**src/rtl/tma_pkg.sv**
```systemverilog
`timescale 1ns / 1ps
// ----------------------------------------------------------------------------
// tma_pkg
// Shared types and constants of the text message byte assembler.
// ----------------------------------------------------------------------------
package tma_pkg;

  localparam int unsigned MAX_DIGITS_DEF = 32;
  localparam int unsigned DEC_DIGITS_DEF = 15;
  localparam int unsigned MAX_RESULTS    = 16;

  // auto-size bounds, indexed by the unsigned flag plus two per size step
  localparam logic [31:0] SIZE_BOUND [6] = '{32'd128, 32'd256, 32'd32768, 32'd65536,
                                             32'd0, 32'd0};

  typedef enum logic [2:0] {
    K_BYTE = 3'd0,
    K_ECHO = 3'd1,
    K_DONE = 3'd2,
    K_LINE = 3'd3,
    K_ERR  = 3'd4,
    K_EOF  = 3'd5
  } kind_e;

  typedef enum logic [3:0] {
    H_SKIP, H_COMMENT, H_ASCII, H_BIN, H_HEX, H_HEXBLK, H_DEC, H_DECBLK, H_LINE, H_ERR
  } hdr_e;

  // classified script character
  typedef struct packed {
    logic [7:0] chr;
    logic       eof;
    logic       blank;   // space, CR, TAB
    logic       nl;
    logic       closer;  // ')' or ']'
    logic       is_dig;
    logic [3:0] nib;     // hex value, 0 for non-hex
    hdr_e       hdr;
    logic [7:0] esc_val; // byte written for an escape sequence
  } cmd_t;

endpackage

```
**src/rtl/text_message_byte_assembler.sv**
```systemverilog
`timescale 1ns / 1ps
// ----------------------------------------------------------------------------
// text_message_byte_assembler
// Turns a text script, one character per transfer, into message bytes and
// status results (echo, token done, line end, error, end of file).
// ----------------------------------------------------------------------------
// Each character passes the execute/finish pair of the back-end sequencer;
// each extra result adds a state, and output back-pressure stalls the sequencer.
// Number flush reads the digit RAM via a read and an accumulate state per digit;
// decimal flush sizes the number in a sizing state, then emits it byte by byte.
// Path: front queue, current-character register, result hold, output register.
// Reset: asynchronous, active low; parser returns to idle, queues empty.
// The digit RAM is not cleared: entries are always written before they are read.
module text_message_byte_assembler #(
  parameter int unsigned MAX_DIGITS = tma_pkg::MAX_DIGITS_DEF,
  parameter int unsigned DEC_DIGITS = tma_pkg::DEC_DIGITS_DEF
) (
  input  logic       clk_i,
  input  logic       rst_ni,
  input  logic       in_valid_i,
  output logic       in_ready_o,
  input  logic [7:0] in_char_i,
  input  logic       at_end_i,
  output logic       out_valid_o,
  input  logic       out_ready_i,
  output logic [7:0] out_byte_o,
  output logic [2:0] kind_o,
  output logic       last_o
);
  import tma_pkg::*;

  // classified characters from the front end
  cmd_t cmd;
  logic cmd_valid;
  logic cmd_pop;

  // front: classifies each character and buffers two of them, so input
  // transfers continue while the back end drains a burst of results
  tma_front u_front (
    .clk_i      (clk_i),
    .rst_ni     (rst_ni),
    .in_valid_i (in_valid_i),
    .in_ready_o (in_ready_o),
    .in_char_i  (in_char_i),
    .at_end_i   (at_end_i),
    .cmd_valid_o(cmd_valid),
    .cmd_o      (cmd),
    .cmd_pop_i  (cmd_pop)
  );

  // back: parse state, digit buffer, number flush and the output register
  tma_back #(
    .MAX_DIGITS(MAX_DIGITS),
    .DEC_DIGITS(DEC_DIGITS)
  ) u_back (
    .clk_i      (clk_i),
    .rst_ni     (rst_ni),
    .cmd_valid_i(cmd_valid),
    .cmd_i      (cmd),
    .cmd_pop_o  (cmd_pop),
    .out_valid_o(out_valid_o),
    .out_ready_i(out_ready_i),
    .out_byte_o (out_byte_o),
    .kind_o     (kind_o),
    .last_o     (last_o)
  );

endmodule

```
**src/rtl/tma_ram.sv**
```systemverilog
`timescale 1ns / 1ps
// ----------------------------------------------------------------------------
// tma_ram
// Generic single-port-write, single-port-read RAM with registered read.
// ----------------------------------------------------------------------------
module tma_ram #(
  parameter int unsigned WIDTH = 4,
  parameter int unsigned DEPTH = 32
) (
  input  logic                     clk_i,
  input  logic                     we_i,
  input  logic [$clog2(DEPTH)-1:0] waddr_i,
  input  logic [WIDTH-1:0]         wdata_i,
  input  logic                     re_i,
  input  logic [$clog2(DEPTH)-1:0] raddr_i,
  output logic [WIDTH-1:0]         rdata_o
);

  logic [WIDTH-1:0] mem_q [DEPTH];
  logic [WIDTH-1:0] rdata_q;

  always_ff @(posedge clk_i) begin
    if (we_i) begin
      mem_q[waddr_i] <= wdata_i;
    end
    if (re_i) begin
      rdata_q <= mem_q[raddr_i];
    end
  end

  assign rdata_o = rdata_q;

endmodule

```
**src/rtl/tma_front.sv**
```systemverilog
`timescale 1ns / 1ps
// ----------------------------------------------------------------------------
// tma_front
// Accepts script characters, classifies them and queues them (two entries).
// ----------------------------------------------------------------------------
module tma_front (
  input  logic          clk_i,
  input  logic          rst_ni,
  input  logic          in_valid_i,
  output logic          in_ready_o,
  input  logic [7:0]    in_char_i,
  input  logic          at_end_i,
  output logic          cmd_valid_o,
  output tma_pkg::cmd_t cmd_o,
  input  logic          cmd_pop_i
);
  import tma_pkg::*;

  cmd_t       cls;
  cmd_t       buf_q [2];
  logic       wp_q, wp_d, rp_q, rp_d;
  logic [1:0] cnt_q, cnt_d;
  logic       push;

  always_comb begin
    logic [7:0] c;
    c           = in_char_i;
    cls         = '0;
    cls.chr     = c;
    cls.eof     = at_end_i;
    cls.blank   = (c == 8'h20) || (c == 8'h0D) || (c == 8'h09);
    cls.nl      = (c == 8'h0A);
    cls.closer  = (c == 8'h29) || (c == 8'h5D);
    cls.is_dig  = (c >= 8'h30) && (c <= 8'h39);
    if (cls.is_dig) begin
      cls.nib = c[3:0];
    end else if ((c >= 8'h61 && c <= 8'h66) || (c >= 8'h41 && c <= 8'h46)) begin
      cls.nib = c[3:0] + 4'd9;
    end else begin
      cls.nib = 4'd0;
    end
    case (c)
      8'h20, 8'h0D, 8'h0A, 8'h09, 8'h30: cls.hdr = H_SKIP;
      8'h23: cls.hdr = H_COMMENT;
      8'h22: cls.hdr = H_ASCII;
      8'h62: cls.hdr = H_BIN;
      8'h78: cls.hdr = H_HEX;
      8'h5B: cls.hdr = H_HEXBLK;
      8'h64: cls.hdr = H_DEC;
      8'h28: cls.hdr = H_DECBLK;
      8'h3B: cls.hdr = H_LINE;
      default: cls.hdr = H_ERR;
    endcase
    case (c)
      8'h61: cls.esc_val = 8'd7;
      8'h5C: cls.esc_val = 8'h5C;
      8'h62: cls.esc_val = 8'd8;
      8'h72: cls.esc_val = 8'd13;
      8'h22: cls.esc_val = 8'h22;
      8'h66: cls.esc_val = 8'd12;
      8'h74: cls.esc_val = 8'd9;
      8'h6E: cls.esc_val = 8'd10;
      8'h30: cls.esc_val = 8'd0;
      8'h27: cls.esc_val = 8'h27;
      8'h76: cls.esc_val = 8'd11;
      8'h3F: cls.esc_val = 8'h3F;
      default: cls.esc_val = 8'h5C;
    endcase
  end

  assign in_ready_o  = (cnt_q != 2'd2);
  assign push        = in_valid_i && in_ready_o;
  assign cmd_valid_o = (cnt_q != 2'd0);
  assign cmd_o       = buf_q[rp_q];

  always_comb begin
    wp_d  = push ? ~wp_q : wp_q;
    rp_d  = cmd_pop_i ? ~rp_q : rp_q;
    cnt_d = cnt_q + 2'(push) - 2'(cmd_pop_i);
  end

  always_ff @(posedge clk_i or negedge rst_ni) begin
    if (!rst_ni) begin
      wp_q  <= 1'b0;
      rp_q  <= 1'b0;
      cnt_q <= 2'd0;
    end else begin
      wp_q  <= wp_d;
      rp_q  <= rp_d;
      cnt_q <= cnt_d;
    end
  end

  always_ff @(posedge clk_i) begin
    if (push) begin
      buf_q[wp_q] <= cls;
    end
  end

endmodule

```
**src/rtl/tma_back.sv**
```systemverilog
`timescale 1ns / 1ps
// ----------------------------------------------------------------------------
// tma_back
// Executes classified characters: parse state, digit buffer, result output.
// ----------------------------------------------------------------------------
module tma_back #(
  parameter int unsigned MAX_DIGITS = tma_pkg::MAX_DIGITS_DEF,
  parameter int unsigned DEC_DIGITS = tma_pkg::DEC_DIGITS_DEF
) (
  input  logic          clk_i,
  input  logic          rst_ni,
  input  logic          cmd_valid_i,
  input  tma_pkg::cmd_t cmd_i,
  output logic          cmd_pop_o,
  output logic          out_valid_o,
  input  logic          out_ready_i,
  output logic [7:0]    out_byte_o,
  output logic [2:0]    kind_o,
  output logic          last_o
);
  import tma_pkg::*;

  localparam int unsigned BIG   = (MAX_DIGITS > DEC_DIGITS) ? MAX_DIGITS : DEC_DIGITS;
  localparam int unsigned CNT_W = $clog2(BIG + 1);
  localparam int unsigned AW    = $clog2(MAX_DIGITS);
  localparam int unsigned RES_W = $clog2(MAX_RESULTS + 1);

  typedef enum logic [2:0] {
    PM_IDLE, PM_COMMENT, PM_ASCII, PM_BIN, PM_HEX, PM_DEC
  } pm_e;

  typedef enum logic [1:0] { BLK_NONE, BLK_HEX, BLK_DEC } blk_e;

  typedef enum logic [9:0] {
    S_WAIT = 10'b0000000001,
    S_HELD = 10'b0000000010,
    S_RUN  = 10'b0000000100,
    S_FRD  = 10'b0000001000,
    S_FACC = 10'b0000010000,
    S_DSZ  = 10'b0000100000,
    S_DEC  = 10'b0001000000,
    S_DONE = 10'b0010000000,
    S_EOF  = 10'b0100000000,
    S_FIN  = 10'b1000000000
  } st_e;

  st_e              st_q, st_d;
  pm_e              mode_q, mode_d;
  blk_e             blk_q, blk_d;
  logic             esc_q, esc_d, echo_q, echo_d, held_q, held_d;
  logic [1:0]       cph_q, cph_d;
  logic [CNT_W-1:0] cnt_q, cnt_d, fl_n_q, fl_n_d, fl_i_q, fl_i_d;
  logic [RES_W-1:0] resn_q, resn_d;
  cmd_t             cur_q, cur_d;
  logic             need_done_q, need_done_d, eof_after_q, eof_after_d;
  logic             fl_hex_q, fl_hex_d;
  logic [7:0]       acc_q, acc_d;
  // decimal scan
  logic [31:0]      num_q, num_d, dv_q, dv_d;
  logic             neg_q, neg_d, fu_q, fu_d;
  logic [1:0]       dph_q, dph_d, sz_q, sz_d;
  logic [2:0]       nb_q, nb_d;
  // result hold and output register
  logic             hv_q;
  logic [7:0]       hb_q, ob_q;
  kind_e            hk_q, ok_q;
  logic             ov_q, ol_q;

  logic             em_req, em_go, emit_ok, out_free, stall, pop_d;
  logic [7:0]       em_b;
  kind_e            em_k;
  logic             ram_we, ram_re;
  logic [3:0]       ram_rdata, ram_wdata;

  assign out_free = !ov_q || out_ready_i;
  assign emit_ok  = !hv_q || out_free;
  assign em_go    = em_req && (resn_q < RES_W'(MAX_RESULTS));
  assign stall    = (em_go && !emit_ok) || ((st_q == S_FIN) && hv_q && !out_free);

  function automatic logic [1:0] sfx(input logic [7:0] c);
    case (c)
      8'h63:   sfx = 2'd1;
      8'h73:   sfx = 2'd2;
      8'h6C:   sfx = 2'd3;
      default: sfx = 2'd0;
    endcase
  endfunction

  always_comb begin
    logic             fin, done, store;
    logic [CNT_W-1:0] limit, cnt_inc, rem;
    logic [31:0]      top, val;
    logic [7:0]       nacc;
    logic [2:0]       size;
    logic             grp_end, pass;

    st_d = st_q; mode_d = mode_q; blk_d = blk_q; esc_d = esc_q; echo_d = echo_q;
    held_d = held_q; cph_d = cph_q; cnt_d = cnt_q; fl_n_d = fl_n_q; fl_i_d = fl_i_q;
    resn_d = resn_q; cur_d = cur_q; need_done_d = need_done_q; eof_after_d = eof_after_q;
    fl_hex_d = fl_hex_q; acc_d = acc_q; num_d = num_q; dv_d = dv_q; neg_d = neg_q;
    fu_d = fu_q; dph_d = dph_q; sz_d = sz_q; nb_d = nb_q;
    em_req = 1'b0; em_b = 8'd0; em_k = K_BYTE; pop_d = 1'b0;
    ram_we = 1'b0; ram_re = 1'b0;
    ram_wdata = fl_hex_q ? cur_q.nib : {3'b000, cur_q.chr[0]};
    fin = 1'b0; done = 1'b0; store = 1'b0; pass = 1'b0;
    limit   = (mode_q == PM_DEC) ? CNT_W'(DEC_DIGITS) : CNT_W'(MAX_DIGITS);
    cnt_inc = cnt_q + 1'b1;
    rem     = fl_n_q - fl_i_q - 1'b1;
    nacc    = fl_hex_q ? {acc_q[3:0], ram_rdata} : {acc_q[6:0], ram_rdata[0]};
    grp_end = fl_hex_q ? !rem[0] : (rem[2:0] == 3'd0);
    top     = num_q - {31'd0, neg_q};
    val     = neg_q ? (32'd0 - num_q) : num_q;
    size    = 3'd4;

    case (st_q)
      S_WAIT, S_FIN: begin
        if (cmd_valid_i) begin
          pop_d = 1'b1;
          cur_d = cmd_i;
          resn_d = '0;
          eof_after_d = 1'b0;
          st_d = held_q ? S_HELD : S_RUN;
        end else begin
          st_d = S_WAIT;
        end
      end
      S_HELD: begin
        em_req = 1'b1; em_k = K_DONE;
        held_d = 1'b0;
        st_d = S_RUN;
      end
      S_RUN: begin
        st_d = S_FIN;
        if (cur_q.eof) begin
          if (mode_q == PM_ASCII) begin
            if (esc_q) begin
              em_req = 1'b1; em_b = 8'h5C; em_k = K_BYTE;
            end
            eof_after_d = 1'b1;
            st_d = S_DONE;
          end else begin
            em_req = 1'b1; em_k = K_EOF;
          end
          mode_d = PM_IDLE; cnt_d = '0; blk_d = BLK_NONE;
          esc_d = 1'b0; cph_d = 2'd0; echo_d = 1'b0;
        end else begin
          case (mode_q)
            PM_COMMENT: begin
              if (cph_q == 2'd0) begin
                if (cur_q.nl) begin
                  done = 1'b1;
                end else if (cur_q.blank) begin
                  cph_d = 2'd1;
                end else if (cur_q.chr == 8'h3E) begin
                  echo_d = 1'b1; cph_d = 2'd1;
                end else begin
                  cnt_d = cnt_inc;
                  if (cnt_inc >= CNT_W'(8)) cph_d = 2'd1;
                end
              end else if (cph_q == 2'd1 && cur_q.nl) begin
                done = 1'b1;
              end else if (cph_q == 2'd2 || !cur_q.blank) begin
                pass = 1'b1;
              end
              if (pass) begin
                cph_d = 2'd2;
                if (echo_q) begin
                  em_req = 1'b1; em_b = cur_q.chr; em_k = K_ECHO;
                end
                done = cur_q.nl;
              end
            end
            PM_ASCII: begin
              if (esc_q) begin
                esc_d = 1'b0;
                em_req = 1'b1; em_b = cur_q.esc_val;
              end else if (cur_q.chr == 8'h22) begin
                done = 1'b1;
              end else if (cur_q.chr == 8'h5C) begin
                esc_d = 1'b1;
              end else begin
                em_req = 1'b1; em_b = cur_q.chr;
              end
            end
            PM_BIN, PM_HEX, PM_DEC: begin
              if (cur_q.closer || cur_q.blank || cur_q.nl) begin
                fin = 1'b1;
                done = (blk_q == BLK_NONE) || cur_q.closer;
              end else begin
                store = 1'b1;
                cnt_d = cnt_inc;
                if (mode_q != PM_DEC) begin
                  ram_we = 1'b1;
                  ram_wdata = (mode_q == PM_HEX) ? cur_q.nib : {3'b000, cur_q.chr[0]};
                end else if (dph_q == 2'd0) begin
                  if (cnt_q == '0 && cur_q.chr == 8'h2D) begin
                    neg_d = 1'b1;
                  end else if (cur_q.is_dig) begin
                    num_d = (num_q << 3) + (num_q << 1) + {28'd0, cur_q.nib};
                  end else if (cur_q.chr == 8'h75) begin
                    fu_d = 1'b1; dph_d = 2'd1;
                  end else begin
                    sz_d = sfx(cur_q.chr); dph_d = 2'd2;
                  end
                end else if (dph_q == 2'd1) begin
                  sz_d = sfx(cur_q.chr); dph_d = 2'd2;
                end
                if (cnt_inc >= limit) begin
                  fin = 1'b1;
                  done = (blk_q == BLK_NONE);
                end
              end
              if (fin) begin
                fl_n_d = store ? cnt_inc : cnt_q;
                fl_i_d = '0;
                acc_d = 8'd0;
                cnt_d = '0;
                fl_hex_d = (mode_q == PM_HEX);
                need_done_d = done;
                if (mode_q == PM_DEC) st_d = S_DSZ;
                else if (fl_n_d != '0) st_d = S_FRD;
                else if (done) st_d = S_DONE;
                else st_d = S_FIN;
              end
            end
            default: begin
              mode_d = PM_IDLE;
              cnt_d = '0;
              case (cur_q.hdr)
                H_SKIP: ;
                H_COMMENT: begin
                  mode_d = PM_COMMENT; cph_d = 2'd0; echo_d = 1'b0;
                end
                H_ASCII: begin
                  mode_d = PM_ASCII; esc_d = 1'b0;
                end
                H_BIN: mode_d = PM_BIN;
                H_HEX: mode_d = PM_HEX;
                H_HEXBLK: begin
                  mode_d = PM_HEX; blk_d = BLK_HEX;
                end
                H_DEC, H_DECBLK: begin
                  mode_d = PM_DEC;
                  if (cur_q.hdr == H_DECBLK) blk_d = BLK_DEC;
                  num_d = '0; neg_d = 1'b0; fu_d = 1'b0; dph_d = 2'd0; sz_d = 2'd0;
                end
                H_LINE: begin
                  em_req = 1'b1; em_k = K_LINE;
                end
                default: begin
                  em_req = 1'b1; em_k = K_ERR;
                end
              endcase
            end
          endcase
          if (done) begin
            if (!fin) st_d = S_DONE;
            mode_d = PM_IDLE; cnt_d = '0; blk_d = BLK_NONE;
            esc_d = 1'b0; cph_d = 2'd0; echo_d = 1'b0;
          end
        end
      end
      S_FRD: begin
        ram_re = 1'b1;
        st_d = S_FACC;
      end
      S_FACC: begin
        em_req = grp_end; em_b = nacc;
        acc_d = grp_end ? 8'd0 : nacc;
        fl_i_d = fl_i_q + 1'b1;
        if (rem == '0) st_d = need_done_q ? S_DONE : S_FIN;
        else st_d = S_FRD;
      end
      S_DSZ: begin
        case (sz_q)
          2'd1: size = 3'd1;
          2'd2: size = 3'd2;
          2'd3: size = 3'd4;
          default: begin
            if (top[31] || top <= SIZE_BOUND[3'(fu_q)]) size = 3'd1;
            else if (top <= SIZE_BOUND[3'(fu_q) + 3'd2]) size = 3'd2;
            else size = 3'd4;
          end
        endcase
        case (size)
          3'd1: dv_d = val << 24;
          3'd2: dv_d = val << 16;
          default: dv_d = val;
        endcase
        nb_d = size;
        num_d = '0; neg_d = 1'b0; fu_d = 1'b0; dph_d = 2'd0; sz_d = 2'd0;
        st_d = S_DEC;
      end
      S_DEC: begin
        em_req = 1'b1; em_b = dv_q[31:24];
        dv_d = dv_q << 8;
        nb_d = nb_q - 3'd1;
        if (nb_q == 3'd1) st_d = need_done_q ? S_DONE : S_FIN;
      end
      S_DONE: begin
        if (resn_q >= RES_W'(MAX_RESULTS)) held_d = 1'b1;
        else begin
          em_req = 1'b1; em_k = K_DONE;
        end
        st_d = eof_after_q ? S_EOF : S_FIN;
      end
      S_EOF: begin
        em_req = 1'b1; em_k = K_EOF;
        st_d = S_FIN;
      end
      default: st_d = S_WAIT;
    endcase
    if (em_go) resn_d = resn_q + 1'b1;
  end

  assign cmd_pop_o = pop_d && !stall;

  tma_ram #(
    .WIDTH(4),
    .DEPTH(MAX_DIGITS)
  ) u_digits (
    .clk_i  (clk_i),
    .we_i   (ram_we && !stall),
    .waddr_i(cnt_q[AW-1:0]),
    .wdata_i(ram_wdata),
    .re_i   (ram_re),
    .raddr_i(fl_i_q[AW-1:0]),
    .rdata_o(ram_rdata)
  );

  always_ff @(posedge clk_i or negedge rst_ni) begin
    if (!rst_ni) begin
      st_q <= S_WAIT; mode_q <= PM_IDLE; blk_q <= BLK_NONE;
      esc_q <= 1'b0; echo_q <= 1'b0; held_q <= 1'b0; cph_q <= 2'd0;
      cnt_q <= '0; resn_q <= '0; need_done_q <= 1'b0; eof_after_q <= 1'b0;
      fl_hex_q <= 1'b0; num_q <= '0; neg_q <= 1'b0; fu_q <= 1'b0;
      dph_q <= 2'd0; sz_q <= 2'd0; nb_q <= 3'd0;
      hv_q <= 1'b0; ov_q <= 1'b0;
    end else begin
      if (!stall) begin
        st_q <= st_d; mode_q <= mode_d; blk_q <= blk_d;
        esc_q <= esc_d; echo_q <= echo_d; held_q <= held_d; cph_q <= cph_d;
        cnt_q <= cnt_d; resn_q <= resn_d; need_done_q <= need_done_d;
        eof_after_q <= eof_after_d; fl_hex_q <= fl_hex_d; num_q <= num_d;
        neg_q <= neg_d; fu_q <= fu_d; dph_q <= dph_d; sz_q <= sz_d; nb_q <= nb_d;
        if (em_go) hv_q <= 1'b1;
        else if (st_q == S_FIN) hv_q <= 1'b0;
      end
      if (!stall && hv_q && (em_go || st_q == S_FIN)) ov_q <= 1'b1;
      else if (out_ready_i) ov_q <= 1'b0;
    end
  end

  always_ff @(posedge clk_i) begin
    if (!stall) begin
      cur_q <= cur_d; fl_n_q <= fl_n_d; fl_i_q <= fl_i_d; acc_q <= acc_d; dv_q <= dv_d;
      if (em_go) begin
        hb_q <= em_b; hk_q <= em_k;
      end
      if (hv_q && (em_go || st_q == S_FIN)) begin
        ob_q <= hb_q; ok_q <= hk_q; ol_q <= (st_q == S_FIN);
      end
    end
  end

  assign out_valid_o = ov_q;
  assign out_byte_o  = ob_q;
  assign kind_o      = ok_q;
  assign last_o      = ol_q;

endmodule
```
**config.mk**
```make
export PLATFORM = sky130hd
export DESIGN_NAME = text_message_byte_assembler
export DESIGN_NICKNAME = d
export VERILOG_FILES = /design/src/rtl/tma_pkg.sv /design/src/rtl/text_message_byte_assembler.sv /design/src/rtl/tma_ram.sv /design/src/rtl/tma_front.sv /design/src/rtl/tma_back.sv
export SDC_FILE = /design/constraint.sdc
export NUM_CORES = 1
export LEC_CHECK = 0
export BUFFER_PORTS_ARGS = -buffer_cell sky130_fd_sc_hd__clkbuf_2
export CAP_MARGIN = 0
export CORE_MARGIN = 1.5
export CORE_UTILIZATION = 64
export DETAILED_ROUTE_END_ITERATION = 10
export HOLD_SLACK_MARGIN = 0.12
export PLACE_DENSITY = 0.87
export SYNTH_ARGS = -nofsm -noshare
export SYNTH_HDL_FRONTEND = slang
export SYNTH_HIERARCHICAL = 1
export SYNTH_SLANG_ARGS = --single-unit
export TNS_END_PERCENT = 10
```
**constraint.sdc**
```tcl
create_clock -name clk_i -period 4.95 [get_ports clk_i]
set_input_delay 0.2475 -clock clk_i [delete_from_list [all_inputs] [get_ports clk_i]]
set_output_delay 0.2475 -clock clk_i [all_outputs]
set_load 0.005 [all_outputs]
```
==> summary.txt <==
Clocking
  – Post-CTS setup buffers: 0
  – Clock Latency Late Sink: 0.53 ns
  – CTS Sinks: roughly 370
  – CTS H-tree lvls: 2
  – Post-CTS Hold Fix Bufs: 7
  – Longest Clk Path Bufs: 3
  – Root Buffer: clkbuf_16
  – Num CTS Buffers: 38
  – Clock-pin slew of the registers on the worst-case setup and hold paths: approximately 0.06 ns
  – Post-cts resize count: 0
  – CTS tree: built

Synth
  – Yosys warning total: 6
  – Area contributors post-synth: edfxtp_1 (43%), dfrtp_1 (9.9%), ha_1 (5.4%), mux4_2 (4.4%), nor2_1 (2.9%)
  – Post-synth top area share: 0.431
  – Syn_area_per_cell: about 12 sq um
  – Sequential area share after synthesis: 0.531
  – Synth unique cells: around 100
  – Dominant cell type by area after synthesis: edfxtp_1
  – Synth Cell Area: 20300 sq um
  – Post-synth top flop: edfxtp_1
  – Async set or reset register ratio after synthesis: 0.218
  – FF+latch count, synth: 372
  – Post-Syn Nets: 1836
  – Gate count after technology mapping: approximately 1700
  – EDFF count, synth: 291

Min path
  – Hold depth: 1
  – Hold endpoint: u_front/buf_q[0][25]$_DFFE_PP_
  – Class of the worst hold path: in2reg
  – Worst Hold Launch: in_char_i[5]

Floorplan
  – Chip Width: between 150 and 200 microns
  – Core Footprint: 30900 sq um
  – FP Rows: 64
  – Die height: 181 microns
  – Initial Util: 0.656
  – Die area: 32700 sq um
  – IO Pins: 27

Worst setup path
  – Max Fanout on Critical Path: 13
  – R2R depth: 13
  – Slowest cell on crit path: o31ai_1
  – Worst R2R End: u_back/cnt_q[2]$_DFFE_PN0P_
  – Crit path DAT: a little under 5 ns
  – CP bufs+invs: 1
  – Crit path capture type: register
  – Largest stage delay, worst path: approximately 0.71 ns
  – FF-to-FF Start: u_back/mode_q[2]$_DFFE_PN0P_
  – Crit path kind: reg2reg
  – Reg2Reg Setup Slack: just under 0.5 ns
  – CP cell instances: nor2b_1 > nand2_1 > inv_1 > ha_1 > nand2b_1 > a21o_1 > a21o_1 > a211o_1 > a211oi_1 > o31ai_1 > o31ai_1 > o21bai_1 > a21o_1
  – Most used cell, CP: a21o_1
  – Largest delay share family, worst path: compound AO/OA/AOI/OAI gates
  – Critical Path RT: 5.42 ns
  – Setup crit start kind: register

Route
  – Via count: 14551
  – Pre-Repair DR Iteration Count: 8
  – Post-DRT Antenna Nets: 0
  – Drt total wl: between 40000 and 50000 microns
  – Initial DRC Count: about 1800
  – Drt wl/cell: 22.2 microns
  – Via/cell ratio: approximately 6.7
  – Post-route DRC: 0

Power and ir drop
  – Leakage: around 8.5 nW
  – PwrDens: 436 nW/um^2
  – VDD IR max: 0.397 mV

Cells and area
  – N_diodes: 0
  – Non-Filler Instances: 2171
  – Layout Nets: 1850
  – P&R area growth vs syn: 8.54%
  – Share of cells above drive strength 1: 0.130
  – Design area: approximately 22000 sq um

GRT
  – Total grt overflow: 0
  – Vias in the first global route: 14218
  – Largest net degree at the start of global routing: between 80 and 90
  – First-pass GRT wire length: 77100 microns
  – GRT Total Usage: 0.297
  – Antenna violations before repair: 0

Timing
  – Clock Skews: 0.0177 ns
  – Fin crit period: roughly 4.5 ns
  – Fin crit share: 0.902
  – Rel. slew slack: 0.179
  – Pins Over Slew Limit: 0
  – Final setup vio count: 0
  – Tightest Pin Transition: 1.23 ns
  – Final hold vios: 0
  – Post-Route Setup TNS: 0 ns
  – Fmax: between 200 and 250 MHz
  – RSZ-0062 raised after global routing: false

Placed design
  – GP Congestion: 0.922
  – Detailed Place HPWL: 33000 microns
  – Cells after DPL: around 2100
  – Placed cell area: 20700 sq um
  – Port-buffer cells: 26

Job
  – Max cap viols: 0

Run status
  – Status: finished, final reports clean
==> worst reg2reg max path, stage by stage (launching register included) <==
cell      delay, ns
dfrtp_1        0.58
nor2b_1        0.44
nand2_1        0.27
inv_1          0.17
ha_1           0.24
nand2b_1       0.14
a21o_1         0.17
a21o_1         0.17
a211o_1        0.30
a211oi_1       0.53
o31ai_1        0.30
o31ai_1        0.71
o21bai_1       0.24
a21o_1         0.15
==> logic make-up (layout without fill, tap and decap cells) <==
family	after synthesis	after routing	synth area share
other	1	1	0.000185
and+or+nand+nor	587	587	0.149
adders and majority gates	91	91	0.0573
muxes	92	92	0.0728
DFF	372	372	0.531
AOI/OAI and AO/OA	362	362	0.121
buffers and inverters	135	178	0.0287
xor gates and xnor gates	92	92	0.0398
==> worst max-delay path by stage <==
stage	startpoint	endpoint	slack, ns	cells past startpoint
6_report	u_back/mode_q[2]$_DFFE_PN0P_	u_back/cnt_q[2]$_DFFE_PN0P_	0.49	13
5_1_grt	u_back/num_q[0]$_DFFE_PN0P_	u_back/dv_q[26]$_DFFE_PP_	0.24	15
4_1_cts	u_back/num_q[0]$_DFFE_PN0P_	u_back/dv_q[27]$_DFFE_PP_	0.57	15
3_5_place_dp	u_back/num_q[0]$_DFFE_PN0P_	u_back/dv_q[27]$_DFFE_PP_	0.59	15
3_3_place_gp	u_back/num_q[0]$_DFFE_PN0P_	u_back/dv_q[26]$_DFFE_PP_	0.74	15
2_1_floorplan	u_back/num_q[0]$_DFFE_PN0P_	u_back/dv_q[20]$_DFFE_PP_	0.94	15
==> power by group <==
group	internal, mW	total, mW	switching (mW)
clock network	1.64	2.81	1.17
registers	3.93	4.33	0.410
logic	0.844	2.44	1.60
==> per-stage QoR <==
| step | util | power (mW) | worst slack, ns | hold slack [ns] |
|---|---|---|---|---|
| finish | 0.712 | 9.59 | 0.486 | 0.160 |
| global route | 0.712 | 10.0 | 0.241 | 0.165 |
| CTS | 0.712 | 9.57 | 0.573 | 0.141 |
| detailed placement | 0.670 | 6.73 | 0.585 | 0.405 |
| global placement | 0.670 | 6.62 | 0.738 | 0.400 |
| floorplan | - | 5.99 | 0.943 | -0.0481 |
==> cell usage after synthesis, drive strengths merged (43+ instances only) <==
cell and number:
mux2 43, nor3 50, clkbuf 51, xnor2 50, nand2 152, o21ai 93
inv 50, dfrtp 80, ha 88, edfxtp 291, a21oi 73, nor2 157
==> flip-flops by register name, indices dropped and copies added, names as in the netlist, 4 cells and up <==
name,flops
u_back/cnt_q,6
u_back/st_q,10
u_back/cur_q,29
u_back/u_digits/rdata_o,4
u_back/out_byte_o,8
u_back/fl_n_q,6
u_back/hb_q,8
u_back/u_digits/mem_q,128
u_back/resn_q,5
u_back/num_q,32
u_front/buf_q,56
u_back/acc_q,7
u_back/dv_q,32
u_back/fl_i_q,6
==> routing by layer <==
layer,track usage,part of all wire
met1,0.406,0.41
met2,0.487,0.48
met3,0.0490,0.081
met4,0.104,0.033
met5,0,0
==> cells in the final DEF (no fill, tap or decap), drive strengths merged, types with 8 or more instances in the layout <==
master / count
a211oi: 10
a21o: 25
a21oi: 73
a22o: 8
a31oi: 12
and2: 8
buf: 27
clkbuf: 69
clkinv: 16
dfrtp: 80
edfxtp: 291
ha: 88
inv: 52
mux2: 43
mux2i: 9
mux4: 40
nand2: 152
nand2b: 21
nand3: 39
nand3b: 8
nand4: 20
nor2: 157
nor2b: 24
nor3: 50
nor3b: 12
nor4: 19
o21ai: 93
o221ai: 8
o31ai: 42
or2: 11
or3: 14
or3b: 8
or4: 11
xnor2: 50
xor2: 42
==> layout make-up <==
class	instances	area [sq um]
Sequential cell	372	10800
Clock buffer	44	983
Inverter	50	188
Tap cell	396	495
Timing Repair Buffer	59	398
Fill cell	2082	8920
Clock inverter	25	243
Multi-Input combinational cell	1225	8920
Power figures use the tool's default switching activity.
